`src/rtl/udt_pkg.sv`:
```
// Package: sizes, register codes and item types of the Ulam distance block.
`timescale 1ns / 1ps
package udt_pkg;

    localparam int MAX_LEN = 16;
    localparam int LEN_W   = $clog2(MAX_LEN + 1);
    localparam int ELEM_W  = 4;
    localparam int CFG_W   = 5;
    localparam int APB_AW  = 3;
    localparam int APB_DW  = 32;

    typedef enum logic {
        REG_SEQ_LENGTH   = 1'b0,
        REG_MIN_DISTANCE = 1'b1
    } udt_reg_t;

    typedef enum logic {
        ACT_LOAD   = 1'b0,
        ACT_STREAM = 1'b1
    } udt_action_t;

    typedef struct packed {
        logic              action;
        logic [ELEM_W-1:0] index;
        logic [ELEM_W-1:0] value;
        logic              last;
    } udt_in_t;

    typedef struct packed {
        logic [CFG_W-1:0] distance;
        logic             passed;
    } udt_out_t;

    typedef struct packed {
        logic              en;
        logic [ELEM_W-1:0] x;
    } udt_cell_ctrl_t;

endpackage

```
`src/rtl/udt_cell.sv`:
```
// One tail cell: holds a tail value, compares it and takes the new value.
`timescale 1ns / 1ps
module udt_cell (
    input  logic                    aclk,
    input  udt_pkg::udt_cell_ctrl_t ctrl,
    input  logic                    valid,
    input  logic                    prev_lt,
    output logic                    lt,
    output logic                    append
);
    import udt_pkg::*;

    logic [ELEM_W-1:0] tail_reg;
    logic [ELEM_W-1:0] tail_next;
    logic              replace;

    // Tails are sorted, so lt is a prefix; the first cell not below x is replaced.
    assign lt      = valid && (tail_reg < ctrl.x);
    assign replace = valid && !lt && prev_lt;
    assign append  = !valid && prev_lt;

    assign tail_next = (ctrl.en && (replace || append)) ? ctrl.x : tail_reg;

    always_ff @(posedge aclk) begin
        tail_reg <= tail_next;
    end

endmodule

```
`src/rtl/udt_tail_chain.sv`:
```
// Row of tail cells with the occupancy decode and the append flag.
`timescale 1ns / 1ps
module udt_tail_chain (
    input  logic                    aclk,
    input  udt_pkg::udt_cell_ctrl_t ctrl,
    input  logic [udt_pkg::LEN_W-1:0] len,
    output logic                    append_any
);
    import udt_pkg::*;

    logic [MAX_LEN-1:0] lt;
    logic [MAX_LEN-1:0] append;

    for (genvar i = 0; i < MAX_LEN; i++) begin : g_cell
        logic valid;
        logic prev_lt;

        assign valid = (len > LEN_W'(i));
        if (i == 0) begin : g_head
            assign prev_lt = 1'b1;
        end else begin : g_body
            assign prev_lt = lt[i-1];
        end

        udt_cell u_cell (
            .aclk    (aclk),
            .ctrl    (ctrl),
            .valid   (valid),
            .prev_lt (prev_lt),
            .lt      (lt[i]),
            .append  (append[i])
        );
    end

    assign append_any = |append;

endmodule

```
`src/rtl/ulam_distance_threshold.sv`:
```
// Top level of the Ulam distance threshold block.
//
// Usage:
//   Input channel s_valid/s_ready/s_data carries items. A load item
//   (action 0) writes inverse_table[index] = value. A stream item
//   (action 1) maps value through the table and updates a row of
//   patience-sorting tail cells; the stream item with last set ends the
//   run and produces one result item on m_valid/m_ready/m_data.
//   Result: distance = seq_length - LIS length and passed = 1, or
//   distance 0 and passed 0 when the LIS grew past seq_length -
//   min_distance (early fail; further elements of that run are dropped).
//   The result item is registered and shown in the cycle after the last element
//   is taken. Throughput: one item per cycle while s_ready is high; all tail
//   cells compare against the mapped value at once and update in the same cycle.
//   The output register holds a result while the receiver stalls;
//   s_ready stays high as long as that register is empty or is being
//   emptied, so a stalled receiver stops input only once a result waits.
//   Reset (aresetn low, synchronous) clears the run state, the output
//   valid and sets seq_length 16, min_distance 0. The inverse table is
//   not cleared and must be loaded before use.
//   APB: seq_length at 0x0, min_distance at 0x4; write only while idle.
`timescale 1ns / 1ps
module ulam_distance_threshold (
    input  logic                          aclk,
    input  logic                          aresetn,
    // APB configuration port
    input  logic                          psel,
    input  logic                          penable,
    input  logic                          pwrite,
    input  logic [udt_pkg::APB_AW-1:0]    paddr,
    input  logic [udt_pkg::APB_DW-1:0]    pwdata,
    output logic [udt_pkg::APB_DW-1:0]    prdata,
    output logic                          pready,
    // input items
    input  logic                          s_valid,
    output logic                          s_ready,
    input  udt_pkg::udt_in_t              s_data,
    // result items
    output logic                          m_valid,
    input  logic                          m_ready,
    output udt_pkg::udt_out_t             m_data
);
    import udt_pkg::*;

    localparam int SUM_W = ((LEN_W > CFG_W) ? LEN_W : CFG_W) + 1;

    // configuration registers
    logic [CFG_W-1:0]  seq_length_reg,   seq_length_next;
    logic [CFG_W-1:0]  min_distance_reg, min_distance_next;
    udt_reg_t          reg_sel;
    logic              cfg_write;

    // inverse table, loaded by items
    logic [ELEM_W-1:0] inv_table_reg [MAX_LEN];

    // run state
    logic [LEN_W-1:0]  len_reg,  len_next;
    logic              fail_reg, fail_next;

    // output register
    logic              m_valid_reg, m_valid_next;
    udt_out_t          m_data_reg,  m_data_next;

    logic              s_fire;
    logic              take;
    logic              take_last;
    logic              append_any;
    logic              append_fire;
    logic [LEN_W-1:0]  grown_len;
    logic              fail_now;
    logic [SUM_W-1:0]  need_sum;
    logic [SUM_W-1:0]  dist_full;
    udt_cell_ctrl_t    cell_ctrl;

    // ---------------- APB ----------------
    assign pready    = 1'b1;
    assign reg_sel   = udt_reg_t'(paddr[2]);
    assign cfg_write = psel && penable && pwrite;

    always_comb begin
        seq_length_next   = seq_length_reg;
        min_distance_next = min_distance_reg;
        prdata            = '0;
        unique case (reg_sel)
            REG_SEQ_LENGTH: begin
                prdata = {{(APB_DW-CFG_W){1'b0}}, seq_length_reg};
                if (cfg_write) seq_length_next = pwdata[CFG_W-1:0];
            end
            REG_MIN_DISTANCE: begin
                prdata = {{(APB_DW-CFG_W){1'b0}}, min_distance_reg};
                if (cfg_write) min_distance_next = pwdata[CFG_W-1:0];
            end
            default: begin
                prdata = '0;
            end
        endcase
    end

    // ---------------- item handshake ----------------
    // Take a new item whenever the output register is free or drains now.
    assign s_ready   = !m_valid_reg || m_ready;
    assign s_fire    = s_valid && s_ready;
    assign take      = s_fire && (s_data.action == ACT_STREAM);
    assign take_last = take && s_data.last;

    // Hold the table; load items write one entry.
    always_ff @(posedge aclk) begin
        if (s_fire && (s_data.action == ACT_LOAD)) begin
            inv_table_reg[s_data.index] <= s_data.value;
        end
    end

    // Drop elements once the run has failed.
    assign cell_ctrl.en = take && !fail_reg;
    assign cell_ctrl.x  = inv_table_reg[s_data.value];

    udt_tail_chain u_chain (
        .aclk       (aclk),
        .ctrl       (cell_ctrl),
        .len        (len_reg),
        .append_any (append_any)
    );

    // ---------------- run bookkeeping ----------------
    assign append_fire = cell_ctrl.en && append_any;
    assign grown_len   = len_reg + LEN_W'(append_fire);

    // Fail when grown length exceeds seq_length - min_distance.
    assign need_sum = SUM_W'(grown_len) + SUM_W'(min_distance_reg);
    assign fail_now = fail_reg || (append_fire && (need_sum > SUM_W'(seq_length_reg)));

    // Saturate distance at zero when the LIS outgrows seq_length.
    assign dist_full = (SUM_W'(grown_len) < SUM_W'(seq_length_reg))
                     ? (SUM_W'(seq_length_reg) - SUM_W'(grown_len)) : '0;

    always_comb begin
        len_next     = grown_len;
        fail_next    = fail_now;
        m_valid_next = m_valid_reg && !m_ready;
        m_data_next  = m_data_reg;
        if (take_last) begin
            // Report, then clear the run.
            len_next             = '0;
            fail_next            = 1'b0;
            m_valid_next         = 1'b1;
            m_data_next.passed   = !fail_now;
            m_data_next.distance = fail_now ? '0 : dist_full[CFG_W-1:0];
        end
    end

    always_ff @(posedge aclk) begin
        if (!aresetn) begin
            seq_length_reg   <= CFG_W'(MAX_LEN);
            min_distance_reg <= '0;
            len_reg          <= '0;
            fail_reg         <= 1'b0;
            m_valid_reg      <= 1'b0;
        end else begin
            seq_length_reg   <= seq_length_next;
            min_distance_reg <= min_distance_next;
            len_reg          <= len_next;
            fail_reg         <= fail_next;
            m_valid_reg      <= m_valid_next;
        end
        m_data_reg <= m_data_next;
    end

    assign m_valid = m_valid_reg;
    assign m_data  = m_data_reg;

endmodule

```
`config.mk`:
```
export PLATFORM = sky130hd
export DESIGN_NAME = ulam_distance_threshold
export DESIGN_NICKNAME = d
export VERILOG_FILES = /design/src/rtl/udt_pkg.sv /design/src/rtl/udt_cell.sv /design/src/rtl/udt_tail_chain.sv /design/src/rtl/ulam_distance_threshold.sv
export SDC_FILE = /design/constraint.sdc
export NUM_CORES = 1
export LEC_CHECK = 0
export BUFFER_PORTS_ARGS = -buffer_cell sky130_fd_sc_hd__clkbuf_2
export CAP_MARGIN = 20
export CORE_ASPECT_RATIO = 1.1
export CORE_MARGIN = 3
export CORE_UTILIZATION = 35
export DETAILED_ROUTE_END_ITERATION = 12
export PLACE_DENSITY = 0.5
export SYNTH_ARGS = -nofsm -noshare
export SYNTH_HDL_FRONTEND = slang
export SYNTH_HIERARCHICAL = 1
export SYNTH_SLANG_ARGS = --single-unit
export TNS_END_PERCENT = 100
```
`constraint.sdc`:
```
create_clock -name aclk -period 14.07 [get_ports aclk]
set_input_delay 2.814 -clock aclk [delete_from_list [all_inputs] [get_ports aclk]]
set_output_delay 2.814 -clock aclk [all_outputs]
set_load 0.05 [all_outputs]
```
==> flow_metrics.tcl, run 1 <==
set metrics [dict create \
    grt_setup_unrepaired "false" \
    critPathMaxFanout 32 \
    antenna_cells 0 \
    whs_endpoint "min_distance_reg[0]" \
    synth_cells 595 \
    drtIter0Drc 263 \
    hpwl_um 10400 \
    dieHeight_um 163 \
    cp.required_ns 14.20 \
    cp-start-kind "primary input" \
    p_sw_share_pct 26.4 \
    clkTransAtPathRegs_ns 0.06 \
    cts_tree "yes" \
    drive_above_1_share_pct 19.0 \
    die_area_um2 24100 \
    numCtsBuffers 17 \
    syn_area_per_cell_um2 13.1 \
    r2r_cells 23 \
    core_area_um2 21600 \
    grt_max_degree 33 \
    area_delta_synth_final_pct 12.5 \
    antenna_left 0 \
    die_x_um 148 \
    fill_cells 2097 \
    ctsLongestPathBuffers 2 \
    largest_register_ff_count 64 \
    power.switching_uw 278 \
    routed_wl_um 15100 \
    yosys_warnings 6 \
    r2r-end "m_data[4]" \
    io_pins 93 \
    syn_area_um2 7790 \
    finalCritPeriodShare_pct 66.3 \
    grt_usage_pct 13.3 \
    antenna_found_initial 0 \
    cts_setup_buffers 0 \
    cts_root_buf "clkbuf_16" \
    post_cts_resized 0 \
    hold_viol_final 0 \
    power_frac_seq_pct 46.1 \
    htreeDepth 4 \
    first_global_vias 4898 \
    grt_overflow 0 \
    drt_first_pass_iters 4 \
    vias 4575 \
    insertion_delay_ns 0.42 \
    clock.fmax_mhz 107 \
    hold_path.class "reg2reg" \
    port_buffers 35 \
    clkSinkCount 147 \
    relSlewSlack_pct 40.7 \
    path_class "in2reg" \
    tightest_slew_ns 0.889 \
    p_comb_share_pct 11.0 \
    reg2reg_from "inv_table_reg[11][1]" \
    skew_ns 0.0133 \
    wire_per_inst_um 16.1 \
    hold_buffers 0 \
    drcViolationCount 0 \
    tns_ns 0 \
    rows 56 \
    total_power_mw 1.05 \
    power_density_nw_per_um2 120 \
    intPower_uw 775 \
    r2r_slack_ns 7.57 \
    min_from "min_distance_reg[0]" \
    power_leakage_nw 3.64 \
    finalSetupViolations 0 \
    cp-end-kind "flip-flop" \
    gp_congestion 0.784 \
    arrival_ns 9.46 \
    initial_utilization_pct 36.1 \
    drv_slew 0 \
    avgViaCountPerCell 4.85 \
    status "completed" \
    nets 756 \
    whs_path_depth 2 \
    cap_violations 0 \
    vdd_ir_drop_max_mv 0.0782 \
    fin_crit_ns 9.33 \
    clock_power_share_pct 42.9 \
    grt_pass1_wl_um 25000 \
]
stage by stage:
stage | setup WS, ns | cell area, µm² | hold WS, ns | std cells | utilization (%)
floorplan | 5.76 | 7900 | 0.515 | 622 | -
global placement | 4.28 | 8180 | 0.543 | 911 | 37.9
detailed placement | 4.20 | 8180 | 0.561 | 911 | 37.9
CTS | 4.63 | 8770 | 0.570 | 943 | 40.6
global route | 4.11 | 8770 | 0.602 | 943 | 40.6
finish | 4.74 | 8770 | 0.561 | 943 | 40.6
area by class of cell:
class,count,area (µm²),share of cell area (%)
Clock inverter,14,158,1.80
Clock buffer,18,429,4.89
Sequential cell,147,4240,48.4
Multi-Input combinational cell,378,3170,36.1
Tap cell,290,363,4.14
Timing Repair Buffer,36,183,2.08
Inverter,60,225,2.57
power groups by stage:
stage	registers [mW]	clock network (mW)	logic (mW)
2_1_floorplan	0.496	0	0.0904
3_3_place_gp	0.495	0	0.113
3_5_place_dp	0.495	0	0.117
4_1_cts	0.485	0.463	0.118
5_1_grt	0.485	0.486	0.130
6_report	0.485	0.452	0.115
worst max-delay path by stage:
stage	startpoint	to	cells past startpoint
6_report	s_data[1]	m_data[4]	24
5_1_grt	s_data[1]	m_data[4]	25
4_1_cts	s_data[1]	m_data[4]	24
3_5_place_dp	s_data[1]	m_data[4]	24
3_3_place_gp	s_data[1]	m_data[3]	24
2_1_floorplan	s_data[2]	m_data[3]	25
layer usage:
layer  part of all wire [%]  GRT usage (%)  routed length [µm]  vias up
li1                       -              -                   -     2219
met3                    3.4           2.95                 522       18
met5                      0              0                   0        -
met4                    1.5           4.49                 221        0
met2                     51           23.5                7730       92
met1                     44           16.0                6670     2246
placed cells by master, fill, tap and decap left out, types with 6 or more instances in the layout:
cell type / instances
a21oi_1: 7
clkbuf_16: 17
clkbuf_2: 35
conb_1: 30
dfxtp_1: 17
edfxtp_1: 130
ha_1: 62
inv_1: 59
inv_6: 6
mux2i_1: 10
mux4_2: 20
nand2_1: 31
nand3b_1: 15
nor2_1: 55
nor2b_1: 28
nor3b_2: 16
nor4_1: 7
o211a_1: 15
o211ai_2: 15
o21ai_0: 9
worst max-delay path, stage by stage:
cell      delay [ns]
clkbuf_2        0.66
mux4_2          0.63
mux4_2          0.81
inv_1           0.15
ha_1            0.21
o211ai_2        0.09
nor2_1          0.18
nor2_1          0.10
nor2b_1         0.14
nor4_1          0.30
nand4_1         0.25
and2_1          0.21
ha_1            0.19
ha_1            0.21
xnor2_1         0.31
inv_1           0.08
ha_1            0.33
a21o_1          0.18
a21oi_1         0.16
xnor2_1         0.14
ha_1            0.26
mux2i_1         0.12
a211oi_1        0.73
nor4b_1         0.15
(Power assumes the default switching activity.)
==> inputs of run 2 (changes only) <==
--- a/config.mk
+++ b/config.mk
@@ -5,13 +5,14 @@
 export SDC_FILE = /design/constraint.sdc
 export NUM_CORES = 1
 export LEC_CHECK = 0
+export ABC_AREA = 1
 export BUFFER_PORTS_ARGS = -buffer_cell sky130_fd_sc_hd__clkbuf_2
 export CAP_MARGIN = 20
 export CORE_ASPECT_RATIO = 1.1
 export CORE_MARGIN = 3
 export CORE_UTILIZATION = 35
 export DETAILED_ROUTE_END_ITERATION = 12
-export PLACE_DENSITY = 0.5
+export PLACE_DENSITY = 0.52
 export SYNTH_ARGS = -nofsm -noshare
 export SYNTH_HDL_FRONTEND = slang
 export SYNTH_HIERARCHICAL = 1
==> constraint.sdc (replaced) <==
create_clock -name aclk -period 7.8 [get_ports aclk]
set_input_delay 1.56 -clock aclk [delete_from_list [all_inputs] [get_ports aclk]]
set_output_delay 1.56 -clock aclk [all_outputs]
set_load 0.05 [all_outputs]
==> run 2 against run 1 <==
  * Area after synthesis grew 5.4%
  * Critical path depth rose by 15
  * Sequential power up 80%
  * Sequential share of layout area decreased by 2.6 points
  * Clock power increased by 86%
  * Combinational power increased by 91%
  * Non-clock buffer count increased by 8
  * Count of clock-buffer cells in the layout down 1
  * Utilization fell by 0.31 points
  * Power rose by 84%
  * Die area grew 5.2%
  * Largest power group unchanged
==> flow_metrics.tcl, run 2 <==
set metrics [dict create \
    status "completed" \
    drt_first_pass_iters 4 \
    drtIter0Drc 282 \
    worst_slack_ns 0.989 \
    die_x_um 152 \
    die_area_um2 25400 \
    hpwl_um 10500 \
    clock.fmax_mhz 147 \
    cp.required_ns 7.97 \
    layout_commonest_cell "inv_1" \
    arrival_ns 6.98 \
    port_buffers 35 \
    first_global_vias 5136 \
    r2r-end "m_data[2]" \
    vdd_ir_drop_max_mv 0.160 \
    layout_common_cells "143 x inv_1, 134 x nand2_1, 130 x edfxtp_1" \
    grt_overflow 0 \
    insertion_delay_ns 0.42 \
    core_area_um2 23000 \
    cts_tree "yes" \
    tightest_slew_ns 0.615 \
    crit_end "m_data[2]" \
    grt_setup_unrepaired "false" \
    gp_congestion 0.776 \
    cts_setup_buffers 0 \
    avgViaCountPerCell 4.42 \
    slowest_delay_ns 0.38 \
    nets 1003 \
    ctsLongestPathBuffers 2 \
    hold_buffers 0 \
    cp-start-kind "primary input" \
    cp_common_cell "nand2_1" \
    place_ws_ns 0.470 \
    fin_area_um2 9280 \
    dieHeight_um 167 \
    finalCritPeriodShare_pct 87.3 \
    drv_slew 0 \
    power_leakage_nw 4.09 \
    r2r_cells 41 \
    grt_pass1_wl_um 25200 \
    clkSinkCount 147 \
    fin_crit_ns 6.81 \
    relSlewSlack_pct 59.0 \
    power_density_nw_per_um2 209 \
    routed_wl_um 14800 \
    cts_root_buf "clkbuf_16" \
    tns_ns 0 \
    syn_area_per_cell_um2 9.82 \
    antenna_left 0 \
    drcViolationCount 0 \
    post_cts_resized 0 \
    area_delta_synth_final_pct 12.9 \
    skew_ns 0.0114 \
    reg2reg_from "inv_table_reg[13][1]" \
    clkTransAtPathRegs_ns 0.07 \
    rows 58 \
    wire_per_inst_um 12.3 \
    largest_register_ff_count 64 \
    hold_viol_final 0 \
    vias 5298 \
    worstSetupStartpoint "s_data[2]" \
    dpl-instance-area_um2 8660 \
    drive_above_1_share_pct 17.7 \
    antenna_found_initial 0 \
    finalSetupViolations 0 \
    io_pins 93 \
    grt_usage_pct 12.2 \
    cap_violations 0 \
    syn_area_um2 8220 \
    grt_max_degree 31 \
    path_class "in2reg" \
    hold_path.class "reg2reg" \
    synth_cells 837 \
    critPathMaxFanout 30 \
    initial_utilization_pct 35.7 \
    yosys_warnings 6 \
    total_power_mw 1.93 \
    slowest_stage "inv_1" \
    htreeDepth 4 \
    numCtsBuffers 17 \
    r2r_slack_ns 2.47 \
    antenna_cells 0 \
    cp-end-kind "flip-flop" \
]
run 2: area by class of cell:
class	instances	area (µm²)
fill	2261	13700
sequential	147	4240
multi-input combinational	502	3130
inverter	175	657
clock buffer	17	425
tap	300	375
timing repair buffer	44	255
clock inverter	15	189
run 2: worst min path at each step:
stage                        start                  end  slack [ns]  depth (start not counted)
2_1_floorplan    seq_length_reg[0]    seq_length_reg[0]        0.47                          2
3_3_place_gp     seq_length_reg[0]    seq_length_reg[0]        0.51                          2
3_5_place_dp     seq_length_reg[0]    seq_length_reg[0]        0.51                          2
4_1_cts          seq_length_reg[0]    seq_length_reg[0]        0.52                          2
5_1_grt        min_distance_reg[0]  min_distance_reg[0]        0.54                          2
6_report       min_distance_reg[4]  min_distance_reg[4]        0.52                          2
run 2: report_power, final:
| part | total, mW | switching, mW | internal [mW] |
|---|---|---|---|
| logic | 0.220 | 0.156 | 0.0639 |
| registers | 0.875 | 0.00379 | 0.871 |
| clock network | 0.840 | 0.353 | 0.487 |
| total | 1.93 | 0.512 | 1.42 |
run 2: worst max-delay path: cells and delay by family:
kind	cells	cell delay, ns
simple gates	23	2.04
fa+ha+maj	5	1.31
buf+inv	7	1.30
compound gates	3	0.60
xor+xnor	1	0.15
run 2: per-stage QoR:
stage | cells | utilization [%] | hold WS (ns)
final | 1200 | 40.3 | 0.515
after global routing | 1200 | 40.3 | 0.538
after CTS | 1200 | 40.3 | 0.519
after detailed placement | 1168 | 37.6 | 0.507
after global placement | 1168 | 37.6 | 0.506
after floorplan | 864 | - | 0.469
run 2: per-layer routing:
metal	vias to the layer above	share of wire, %	track usage [%]
met2	85	49	20.4
met3	13	3.4	2.70
met1	2437	46	15.8
li1	2763	-	-
met5	-	0	0
met4	0	1.4	3.91
